`src/rtl/core/mau_pkg.sv`:
```
`timescale 1ns / 1ps
// ----------------------------------------------------------------------------
// Modular arithmetic unit package
// Shared constants, request codes and sequencer states for the modular
// arithmetic unit and its bit-serial multiply-reduce datapath.
// ----------------------------------------------------------------------------
package mau_pkg;

  // Default operand width of the request and result fields.
  localparam int OPERAND_WIDTH_DEF = 62;

  // The fixed prime modulus and the number of bits that hold a residue.
  localparam int          PRIME_W = 30;
  localparam logic [29:0] PRIME   = 30'd1000000007;

  // Exponent used for the inverse request (Fermat's little theorem).
  localparam logic [29:0] INV_EXP = PRIME - 30'd2;

  // Request codes carried on req_type.
  typedef enum logic [1:0] {
    REQ_REDUCE  = 2'd0,
    REQ_MULMOD  = 2'd1,
    REQ_POWMOD  = 2'd2,
    REQ_INVERSE = 2'd3
  } req_t;

  // Sequencer states of the top level.
  typedef enum logic [2:0] {
    S_IDLE,
    S_RED,
    S_MUL,
    S_SCAN,
    S_SQR,
    S_MULB,
    S_OUT
  } state_t;

endpackage

```
`src/rtl/core/mau_modmul.sv`:
```
`timescale 1ns / 1ps
// ----------------------------------------------------------------------------
// Bit-serial modular multiply-reduce
// Computes (x * y) mod m by scanning the multiplier y one bit per cycle,
// most significant bit first: acc = (2 * acc + bit * x) mod m. The operand
// x must not exceed m, so the running sum stays below 3m and one of three
// candidates is always the reduced value. With x = 1 the unit reduces y.
// ----------------------------------------------------------------------------
module mau_modmul #(
  parameter int W = mau_pkg::OPERAND_WIDTH_DEF
) (
  input  logic                     clk,
  input  logic                     rst,
  input  logic                     go,
  input  logic [W-1:0]             x,
  input  logic [W-1:0]             y,
  input  logic [W-1:0]             m,
  input  logic [$clog2(W+1)-1:0]   nbits,
  output logic                     done,
  output logic [W-1:0]             acc
);

  localparam int CW = $clog2(W + 1);

  logic [W-1:0]  xr;
  logic [W-1:0]  yr;
  logic [W-1:0]  mr;
  logic [CW-1:0] cnt;
  logic          busy;

  logic [W+1:0]  t;
  logic [W+1:0]  m1;
  logic [W+1:0]  m2;
  logic [W+1:0]  acc_next;

  // Double the accumulator, add x when the current multiplier bit is set,
  // then fold the sum back below m with one of two subtractions.
  always_comb begin
    t  = {1'b0, acc, 1'b0} + {2'b00, (yr[W-1] ? xr : {W{1'b0}})};
    m1 = {2'b00, mr};
    m2 = {1'b0, mr, 1'b0};
    if (t >= m2) begin
      acc_next = t - m2;
    end else if (t >= m1) begin
      acc_next = t - m1;
    end else begin
      acc_next = t;
    end
  end

  // Control: a launch loads the operands, then one multiplier bit per cycle.
  always_ff @(posedge clk) begin
    if (rst) begin
      busy <= 1'b0;
      done <= 1'b0;
      cnt  <= '0;
    end else begin
      done <= busy && (cnt == CW'(1));
      if (go) begin
        busy <= 1'b1;
        cnt  <= nbits;
      end else if (busy) begin
        cnt <= cnt - CW'(1);
        if (cnt == CW'(1)) begin
          busy <= 1'b0;
        end
      end
    end
  end

  // Datapath: operand registers and the shifting multiplier.
  always_ff @(posedge clk) begin
    if (go) begin
      acc <= '0;
      xr  <= x;
      yr  <= y;
      mr  <= m;
    end else if (busy) begin
      acc <= acc_next[W-1:0];
      yr  <= {yr[W-2:0], 1'b0};
    end
  end

endmodule

```
`src/rtl/core/modular_arithmetic_unit.sv`:
```
`timescale 1ns / 1ps
// ----------------------------------------------------------------------------
// Modular arithmetic unit
// Reduce, mulmod, powmod and inverse on one shared bit-serial multiply-reduce
// datapath, driven by a small sequencer.
// ----------------------------------------------------------------------------
//  Channel   Signals                                     Transfer when
//  request   start, busy, req_type, operand_a/b,         start && !busy
//            modulus_c
//  result    done, result, error                         done (one cycle)
//
//  Request steps, W = OPERAND_WIDTH:
//    reduce: one reduction pass; mulmod: a reduction pass, then a multiply
//    pass; mulmod with a zero modulus goes straight to the error result.
//    powmod and inverse: reduce the base, then scan the exponent from the top
//    bit (W bits, or 30 for inverse); for every bit after the leading one a
//    square and, for a set bit, a multiply by the base, both over P = 30
//    residue bits, then the result. All passes run on the shared serial
//    multiply-reduce unit; a new request is taken only after the last result.
//  Reset is synchronous and returns the sequencer to idle; busy is high from
//  the cycle after a request transfer through the cycle of its result. The
//  receiver cannot stall: the result is shown for exactly one cycle.
// ----------------------------------------------------------------------------
module modular_arithmetic_unit #(
  parameter int OPERAND_WIDTH = mau_pkg::OPERAND_WIDTH_DEF
) (
  input  logic                     clk,
  input  logic                     rst,
  input  logic                     start,
  output logic                     busy,
  input  logic [1:0]               req_type,
  input  logic [OPERAND_WIDTH-1:0] operand_a,
  input  logic [OPERAND_WIDTH-1:0] operand_b,
  input  logic [OPERAND_WIDTH-1:0] modulus_c,
  output logic                     done,
  output logic [OPERAND_WIDTH-1:0] result,
  output logic                     error
);

  localparam int W  = OPERAND_WIDTH;
  localparam int CW = $clog2(W + 1);
  localparam int PW = mau_pkg::PRIME_W;

  localparam logic [W-1:0] PRIME_EXT = {{(W-PW){1'b0}}, mau_pkg::PRIME};
  localparam logic [W-1:0] INV_TOP   = {mau_pkg::INV_EXP, {(W-PW){1'b0}}};

  mau_pkg::state_t state;
  mau_pkg::state_t state_next;
  mau_pkg::req_t   kind;
  mau_pkg::req_t   req_in;

  logic [W-1:0]    expo;
  logic [CW-1:0]   ecnt;
  logic [W-1:0]    modr;
  logic [PW-1:0]   base;
  logic [PW-1:0]   pacc;
  logic            started;
  logic            pbit;
  logic [W-1:0]    res;
  logic            err;
  logic            zero_mod;

  logic            mm_go;
  logic [W-1:0]    mm_x;
  logic [W-1:0]    mm_y;
  logic [W-1:0]    mm_m;
  logic [CW-1:0]   mm_n;
  logic            mm_done;
  logic [W-1:0]    mm_acc;

  assign req_in   = mau_pkg::req_t'(req_type);
  assign zero_mod = (modulus_c == '0);

  // Shared serial multiply-reduce unit.
  mau_modmul #(
    .W(W)
  ) u_modmul (
    .clk   (clk),
    .rst   (rst),
    .go    (mm_go),
    .x     (mm_x),
    .y     (mm_y),
    .m     (mm_m),
    .nbits (mm_n),
    .done  (mm_done),
    .acc   (mm_acc)
  );

  // State register.
  always_ff @(posedge clk) begin
    if (rst) begin
      state <= mau_pkg::S_IDLE;
    end else begin
      state <= state_next;
    end
  end

  // Next-state logic.
  always_comb begin
    state_next = state;
    unique case (state)
      mau_pkg::S_IDLE: begin
        if (start) begin
          if (req_in == mau_pkg::REQ_MULMOD && zero_mod) begin
            state_next = mau_pkg::S_OUT;
          end else begin
            state_next = mau_pkg::S_RED;
          end
        end
      end
      mau_pkg::S_RED: begin
        if (mm_done) begin
          unique case (kind)
            mau_pkg::REQ_REDUCE: state_next = mau_pkg::S_OUT;
            mau_pkg::REQ_MULMOD: state_next = mau_pkg::S_MUL;
            default:             state_next = mau_pkg::S_SCAN;
          endcase
        end
      end
      mau_pkg::S_MUL: begin
        if (mm_done) begin
          state_next = mau_pkg::S_OUT;
        end
      end
      mau_pkg::S_SCAN: begin
        if (ecnt == '0) begin
          state_next = mau_pkg::S_OUT;
        end else if (started) begin
          state_next = mau_pkg::S_SQR;
        end
      end
      mau_pkg::S_SQR: begin
        if (mm_done) begin
          state_next = pbit ? mau_pkg::S_MULB : mau_pkg::S_SCAN;
        end
      end
      mau_pkg::S_MULB: begin
        if (mm_done) begin
          state_next = mau_pkg::S_SCAN;
        end
      end
      mau_pkg::S_OUT: begin
        state_next = mau_pkg::S_IDLE;
      end
      default: begin
        state_next = mau_pkg::S_IDLE;
      end
    endcase
  end

  // Launches of the multiply-reduce unit and its operand selection.
  always_comb begin
    mm_go = 1'b0;
    mm_x  = '0;
    mm_y  = expo;
    mm_m  = modr;
    mm_n  = CW'(W);
    unique case (state)
      mau_pkg::S_IDLE: begin
        // First pass reduces operand_a by the selected modulus.
        if (start && !(req_in == mau_pkg::REQ_MULMOD && zero_mod)) begin
          mm_go = 1'b1;
          mm_x  = W'(1);
          mm_y  = operand_a;
          mm_m  = (req_in == mau_pkg::REQ_MULMOD) ? modulus_c : PRIME_EXT;
        end
      end
      mau_pkg::S_RED: begin
        // Mulmod second pass: reduced multiplicand times operand_b.
        if (mm_done && kind == mau_pkg::REQ_MULMOD) begin
          mm_go = 1'b1;
          mm_x  = mm_acc;
          mm_y  = expo;
        end
      end
      mau_pkg::S_SCAN: begin
        // Square the running power once the leading one has been seen.
        if (ecnt != '0 && started) begin
          mm_go = 1'b1;
          mm_x  = {{(W-PW){1'b0}}, pacc};
          mm_y  = {pacc, {(W-PW){1'b0}}};
          mm_m  = PRIME_EXT;
          mm_n  = CW'(PW);
        end
      end
      mau_pkg::S_SQR: begin
        // Multiply by the base when the exponent bit was set.
        if (mm_done && pbit) begin
          mm_go = 1'b1;
          mm_x  = {{(W-PW){1'b0}}, base};
          mm_y  = {mm_acc[PW-1:0], {(W-PW){1'b0}}};
          mm_m  = PRIME_EXT;
          mm_n  = CW'(PW);
        end
      end
      default: begin
        mm_go = 1'b0;
      end
    endcase
  end

  // Request registers, exponent shifter and running power.
  always_ff @(posedge clk) begin
    case (state)
      mau_pkg::S_IDLE: begin
        if (start) begin
          kind <= req_in;
          modr <= (req_in == mau_pkg::REQ_MULMOD) ? modulus_c : PRIME_EXT;
          expo <= (req_in == mau_pkg::REQ_INVERSE) ? INV_TOP : operand_b;
          ecnt <= (req_in == mau_pkg::REQ_INVERSE) ? CW'(PW) : CW'(W);
          res  <= '0;
          err  <= (req_in == mau_pkg::REQ_MULMOD) && zero_mod;
        end
      end
      mau_pkg::S_RED: begin
        if (mm_done) begin
          res     <= mm_acc;
          base    <= mm_acc[PW-1:0];
          pacc    <= PW'(1);
          started <= 1'b0;
        end
      end
      mau_pkg::S_MUL: begin
        if (mm_done) begin
          res <= mm_acc;
        end
      end
      mau_pkg::S_SCAN: begin
        if (ecnt == '0) begin
          res <= {{(W-PW){1'b0}}, pacc};
        end else begin
          expo <= {expo[W-2:0], 1'b0};
          ecnt <= ecnt - CW'(1);
          pbit <= expo[W-1];
          // The leading one turns the running power into the base directly.
          if (!started && expo[W-1]) begin
            pacc    <= base;
            started <= 1'b1;
          end
        end
      end
      mau_pkg::S_SQR, mau_pkg::S_MULB: begin
        if (mm_done) begin
          pacc <= mm_acc[PW-1:0];
        end
      end
      default: begin
      end
    endcase
  end

  assign busy   = (state != mau_pkg::S_IDLE);
  assign done   = (state == mau_pkg::S_OUT);
  assign result = res;
  assign error  = err;

  // A transferred request always makes the unit busy in the next cycle.
  a_start_busy: assert property (@(posedge clk) disable iff (rst)
    (start && !busy) |=> busy)
    else $error("request transfer did not start work");

  // After a result the unit is free again.
  a_done_idle: assert property (@(posedge clk) disable iff (rst)
    done |=> !busy)
    else $error("unit still busy after result");

  // An error result is zero and comes only from a mulmod request.
  a_error_zero: assert property (@(posedge clk) disable iff (rst)
    (done && error) |-> (result == '0 && kind == mau_pkg::REQ_MULMOD))
    else $error("error result is not a zero-modulus mulmod");

  // Results of the prime-modulus operations are fully reduced.
  a_prime_range: assert property (@(posedge clk) disable iff (rst)
    (done && kind != mau_pkg::REQ_MULMOD) |-> (result < PRIME_EXT))
    else $error("prime-modulus result not reduced");

  // The serial unit is never launched while its result is still pending.
  a_no_overlap: assert property (@(posedge clk) disable iff (rst)
    (mm_go && state != mau_pkg::S_IDLE) |-> mm_done || state == mau_pkg::S_SCAN)
    else $error("multiply-reduce launched while running");

endmodule

```
`config.mk`:
```
export PLATFORM = sky130hd
export DESIGN_NAME = modular_arithmetic_unit
export DESIGN_NICKNAME = d
export VERILOG_FILES = /design/src/rtl/core/mau_pkg.sv /design/src/rtl/core/mau_modmul.sv /design/src/rtl/core/modular_arithmetic_unit.sv
export SDC_FILE = /design/constraint.sdc
export NUM_CORES = 1
export LEC_CHECK = 0
export BUFFER_PORTS_ARGS = -buffer_cell sky130_fd_sc_hd__clkbuf_2
export CORE_MARGIN = 2
export CORE_UTILIZATION = 45
export DETAILED_ROUTE_END_ITERATION = 8
export PLACE_DENSITY = 0.63
export SLEW_MARGIN = 0
export SYNTH_ARGS = -nofsm -noshare
export SYNTH_HDL_FRONTEND = slang
export SYNTH_SLANG_ARGS = --single-unit
```
`constraint.sdc`:
```
create_clock -name clk -period 10.8 [get_ports clk]
set_clock_uncertainty 0.1 [all_clocks]
set_input_delay 0.54 -clock clk [delete_from_list [all_inputs] [get_ports clk]]
set_output_delay 0.54 -clock clk [all_outputs]
set_load 0.1 [all_outputs]
```
# After elaboration in Yosys (flattened, before gate mapping)
# Index checks and enable logic that the tools add are counted.
# totals
reg_bits	516
in_bits	191
out_inout_bits	65
elab_cells	141
# op_classes
add_sub_neg	5
order_cmp	2
n_eq_ne	21
muxes	64
bitwise	1
n_reduce_logical	30
# ops
op	n
two-way mux 62 bit	19
case mux 62 bit (3 select lines)	3
case mux 62 bit (4 select lines)	1
two-way mux 30 bit	6
case mux 62 bit (2 select lines)	1
subtractor 62 bit	2
case mux 30 bit (3 select lines)	1
adder 63 x 62 -> 64 bit	1
greater-or-equal comparator 64 x 62 -> 1 bit	1
greater-or-equal comparator 64 x 63 -> 1 bit	1
zero test 62 bit	1
two-way mux 6 bit	7
two-way mux 3 bit	9
case mux 6 bit (2 select lines)	2
case mux 3 bit (6 select lines)	1
inequality test 2 x 1 -> 1 bit (second input constant)	6
subtractor 6 x 1 -> 6 bit (second input constant)	2
two-way mux 1 bit	11
== test 3 bit (second input constant)	3
nonzero test 3 bit	3
inequality test 2 bit (second input constant)	4
AND reduction 4 bit	2
logical AND 1 bit	7
== test 3 x 2 -> 1 bit (second input constant)	2
20 further kinds	27

# Logic depth before layout (Yosys ltp)
# depth
ltp_word	7
depth_mapped	29
ltp_nobuf	26

# By module
# A second synthesis with hierarchy kept.
# hier_totals
hier_cells	3385
hier_area_um2	33943.8
# by_module_without_submodules
mod	instances	cells_each	area_per_inst_um2	seq_area_each_um2
mau_modmul	1	2373	20992.6	6986.7
modular_arithmetic_unit	1	1012	12951.2	7777.5

# Worst setup path before layout
# Ideal clock, no wire load.
# synth_timing
path_type	register to register
startpoint	register state[2]
endpoint	register u_modmul.mr[0], enable pin
setup_time_ns	0.538
arrival_time_ns	6.483
required_ns	10.162
slack_ns	3.679
stages_incl_launch_ff	8
path_buffers	2
path_cell_list	dfxtp_1 clkbuf_1 nor3_1 and2_1 and2_1 nor3_1 clkinv_1 clkbuf_1
# synth_via
elab_chain_cells	2
word_cells_on_any_way	5
cone_classes	eq/ne (3); mux (1); reduce/logical (1)
# synth_rtl
item	line	text
start, declared	modular_arithmetic_unit.sv:47	mau_pkg::state_t state;
start signal, assigned	modular_arithmetic_unit.sv:92	state <= mau_pkg::S_IDLE;
start signal, assigned	modular_arithmetic_unit.sv:94	state <= state_next;
== test 3 bit (tied with other cells)	modular_arithmetic_unit.sv:158	unique case (state)
case mux 1 bit (4 select lines) *	modular_arithmetic_unit.sv:158	
net mm_go	modular_arithmetic_unit.sv:63	logic mm_go;
end signal, assigned	mau_modmul.sv:77	mr <= m;
end, declared	mau_modmul.sv:27	logic [W-1:0] mr;
# The timed path passes the listed nets; every way through them passes the cells marked *.
# A chain may end at the register's enable or synchronous reset.

# Worst setup path after layout
# layout_timing
startpoint	register u_modmul.yr[61]
endpoint	register u_modmul.acc[15]
# layout_via
elab_chain_cells	5
word_cells_on_any_way	8
cone_classes	add/sub (3); order compare (2); mux (3)
# layout_rtl
item	line	text
start, declared	mau_modmul.sv:26	logic [W-1:0] yr;
start signal, assigned	mau_modmul.sv:76	yr <= y;
start signal, assigned	mau_modmul.sv:80	yr <= {yr[W-2:0], 1'b0};
two-way mux 62 bit *	mau_modmul.sv:39	t = {1'b0, acc, 1'b0} + {2'b00, (yr[W-1] ? xr : {W{1'b0}})};
adder 63 x 62 -> 64 bit *	mau_modmul.sv:39	
subtractor 62 bit or greater-or-equal comparator 64 x 62 -> 1 bit (tied branches)	mau_modmul.sv:45, mau_modmul.sv:44	
two-way mux 62 bit	mau_modmul.sv:44	end else if (t >= m1) begin
two-way mux 62 bit *	mau_modmul.sv:42	if (t >= m2) begin
end signal, assigned	mau_modmul.sv:79	acc <= acc_next[W-1:0];
end, declared	mau_modmul.sv:20	output logic [W-1:0] acc
# Mark *: on every way between the ends. The rest lies on a longest branch, timed or not.

==> metrics <==
CTS max path bufs 3; RSZ-0062 raised after global routing false; core area roughly 0.073 mm^2; status complete, but fails checks; failing checks design-rule violations; Max Cap Viol 0; initial antenna violation count 2; Starting Density 45.6%; routability cong. roughly 0.95; Via density ~6.1; CTS tree built; flip-flop and latch count after synthesis around 520; fin crit period 7960 ps; Worst-Skew Late Latency between 600 and 700 ps; FMAX 0.126 GHz; Horiz. Die Dim around 280 um; setup bufs post-CTS 0; DR iter-0 viols between 3000 and 4000; Final Setup Violations 0; # hold bufs at CTS 0; reg2reg path depth 27; r2r setup slk around 2800 ps; worst setup margin between 2000 and 3000 ps; Yosys Warn Count 0; post-synth top area share between 30% and 40%; Die ar. around 0.076 mm^2; Detailed Route WL a little over 100000 um; Layout Area Growth over Synthesis 11.7%; DP Area ~0.035 mm^2; startpoint types flip-flop; WP data required about 11000 ps; WL/cell approximately 23 um; # nets final 3931; pin count of the biggest net entering global routing 79; Hold Fails Final Rpt 0; Top FF cell, synth edfxtp_1; clock slew seen by the registers of the worst setup and hold paths 60 ps; Mapped Cells approximately 3400; sequential-to-total area share from yosys stat between 40% and 50%; clock buffer count from CTS 56; Async SR Flop Fraction 0%; hold slack 67.3 ps; CTS Sinks 516; grt ovf 0; post-DP HPWL 78400 um; layout cells sized above 1 between 10% and 20%; All-Layer GR Usage about a quarter; syn avg cell area just under 10 um^2; H-tree depth 2; post-route cell area ~0.037 mm^2; slew margin rel. a little under a third; Critical R2R Launch u_modmul.yr[61]$_DFFE_PP_; Setup crit start u_modmul.yr[61]$_DFFE_PP_; Max stage delay on crit path 680 ps; via count approximately 28000; critical path type reg -> reg; cts repair resizes 0; chip height 276 um; CP dominant cell by count a21oi_1; fin crit share between 70% and 80%; Critical R2R Capture u_modmul.acc[15]$_SDFFE_PP0P_; crit path capture u_modmul.acc[15]$_SDFFE_PP0P_; Residual DRC 3; crit path DAT between 8000 and 9000 ps; TritonRoute pass-1 iters 9; Setup WS pre-CTS 3000 ps; worst-margin pin slew about 1000 ps; crit path max-delay cell type o21a_4; worst-path maximum fanout 68; Port Buffer Count 255; number of synthesized flops with an enable pin around 440; antenna-violating nets left 0; count of final max-slew check failures 0; worst min-delay path category in -> reg; Root Driver clkbuf_16; final setup TNS 0 ps; vias in the first global route around 26000; Post-Synthesis Cell Area around 0.033 mm^2; largest cells by area after synthesis edfxtp_1 (40%), ha_1 (7.1%), dfxtp_1 (4.4%); Cell variety after synth 84; standard-cell rows between 90 and 100; Yosys top cell by area edfxtp_1; Setup crit end kind flip-flop; # IOs about 260; first-pass GRT wire length 156000 um; syn nets ~3800
==> cell type report <==
| cell class | instances | area, um^2 |
|---|---|---|
| tap | 959 | 1200 |
| timing repair buffer | 286 | 1510 |
| antenna | 2 | 5.00 |
| sequential | 516 | 14800 |
| multi-input combinational | 2538 | 17400 |
| clock buffer | 73 | 1500 |
| clock inverter | 31 | 384 |
| fill | 6824 | 35900 |
| inverter | 150 | 569 |
==> cell usage in the layout (no fill, tap or decap), types with 24 or more instances in the layout <==
cell	netlist	routed
a211oi_1	47	46
a21o_1	106	106
a21oi_1	273	272
a222oi_1	60	60
a22o_1	154	153
a31oi_1	57	56
and2_1	186	184
and3_1	30	27
buf_4	7	31
clkbuf_16	0	56
clkbuf_2	0	255
dfxtp_1	73	72
edfxtp_1	443	443
ha_1	189	189
inv_1	148	146
mux2i_1	43	43
nand2_1	244	244
nand2b_1	41	41
nand3_1	71	70
nand4_1	45	45
nor2_1	177	173
nor2b_1	36	34
nor3_1	54	53
nor4_1	24	24
o21a_1	28	27
o21ai_0	210	210
o21bai_1	36	36
o31ai_1	44	44
xnor2_1	112	112
xor2_1	69	69
==> Yosys cell counts (13+ instances only) <==
cell,number
mux2i_1,43
o22ai_1,13
clkbuf_1,178
nand2_1,244
inv_1,148
o22a_1,16
o31ai_1,44
xnor2_1,112
nand4_1,45
a222oi_1,60
nor2_1,177
nand3_1,71
nor2b_1,36
xor2_1,69
o21a_1,28
a211oi_1,47
o21ai_0,210
o21bai_1,36
a22o_1,154
a21o_1,106
and2_1,186
nand2b_1,41
nor3_1,54
o211ai_1,13
dfxtp_1,73
nor4_1,24
a31oi_1,57
edfxtp_1,443
and3_1,30
ha_1,189
a21oi_1,273
==> worst min path at each step <==
stage | start | end | slack, ps | cells past startpoint
after global placement | modr[11]$_DFFE_PP_ | u_modmul.mr[11]$_DFFE_PP_ | 420 | 2
after global routing | operand_b[56] | expo[56]$_DFFE_PP_ | 50 | 2
after detailed placement | modr[15]$_DFFE_PP_ | u_modmul.mr[15]$_DFFE_PP_ | 420 | 2
final | operand_b[43] | expo[43]$_DFFE_PP_ | 70 | 2
after CTS | operand_b[55] | expo[55]$_DFFE_PP_ | 40 | 2
after floorplan | expo[61]$_DFFE_PP_ | pbit$_DFFE_PP_ | 340 | 0
==> critical path, delay by kind of cell (launching register included) <==
| kind | cells | cell delay (ps) |
|---|---|---|
| AO/OA/AOI/OAI | 13 | 3480 |
| XOR/XNOR | 1 | 350 |
| adder cells (fa/ha/maj) | 3 | 1060 |
| buffers and inverters | 2 | 780 |
| flip-flops | 1 | 360 |
| multiplexers | 1 | 380 |
| AND/OR/NAND/NOR | 7 | 1250 |
==> per-layer routing <==
layer  wire, um  share of wire (%)  GRT usage (%)
met5          0                  0              0
met4       2120                2.1           5.73
met1      49900                 48           41.2
met2      43000                 42           37.2
met3       7980                7.8           3.63
==> per-stage QoR <==
step	instances	util (%)
after global routing	4555	51.0
after global placement	4449	48.4
after CTS	4553	50.9
after floorplan	3404	-
final	4555	51.0
after detailed placement	4449	48.4
==> cells by family after synthesis <==
kind of cell / Yosys count / synth area share (%)
buf+inv: 350 / 4.08
fa+ha+maj: 192 / 7.26
compound gates: 1157 / 23.7
simple gates: 960 / 14.6
flops: 516 / 44.2
xor+xnor: 181 / 4.75
mux: 48 / 1.46
==> flip-flops by register name, indices dropped and copies added (netlist names) <==
register and count:
expo 62, modr 62, result 62, u_modmul.acc 62, u_modmul.mr 62, u_modmul.xr 62, u_modmul.yr 62, base 30
pacc 30, ecnt 6, u_modmul.cnt 6, state 3, kind 2, error 1, pbit 1, started 1
u_modmul.busy 1, u_modmul.done 1
Power is left out: the tool's default activity adds up to more than one toggle a clock period on the data nets, which glitch-free logic cannot reach.
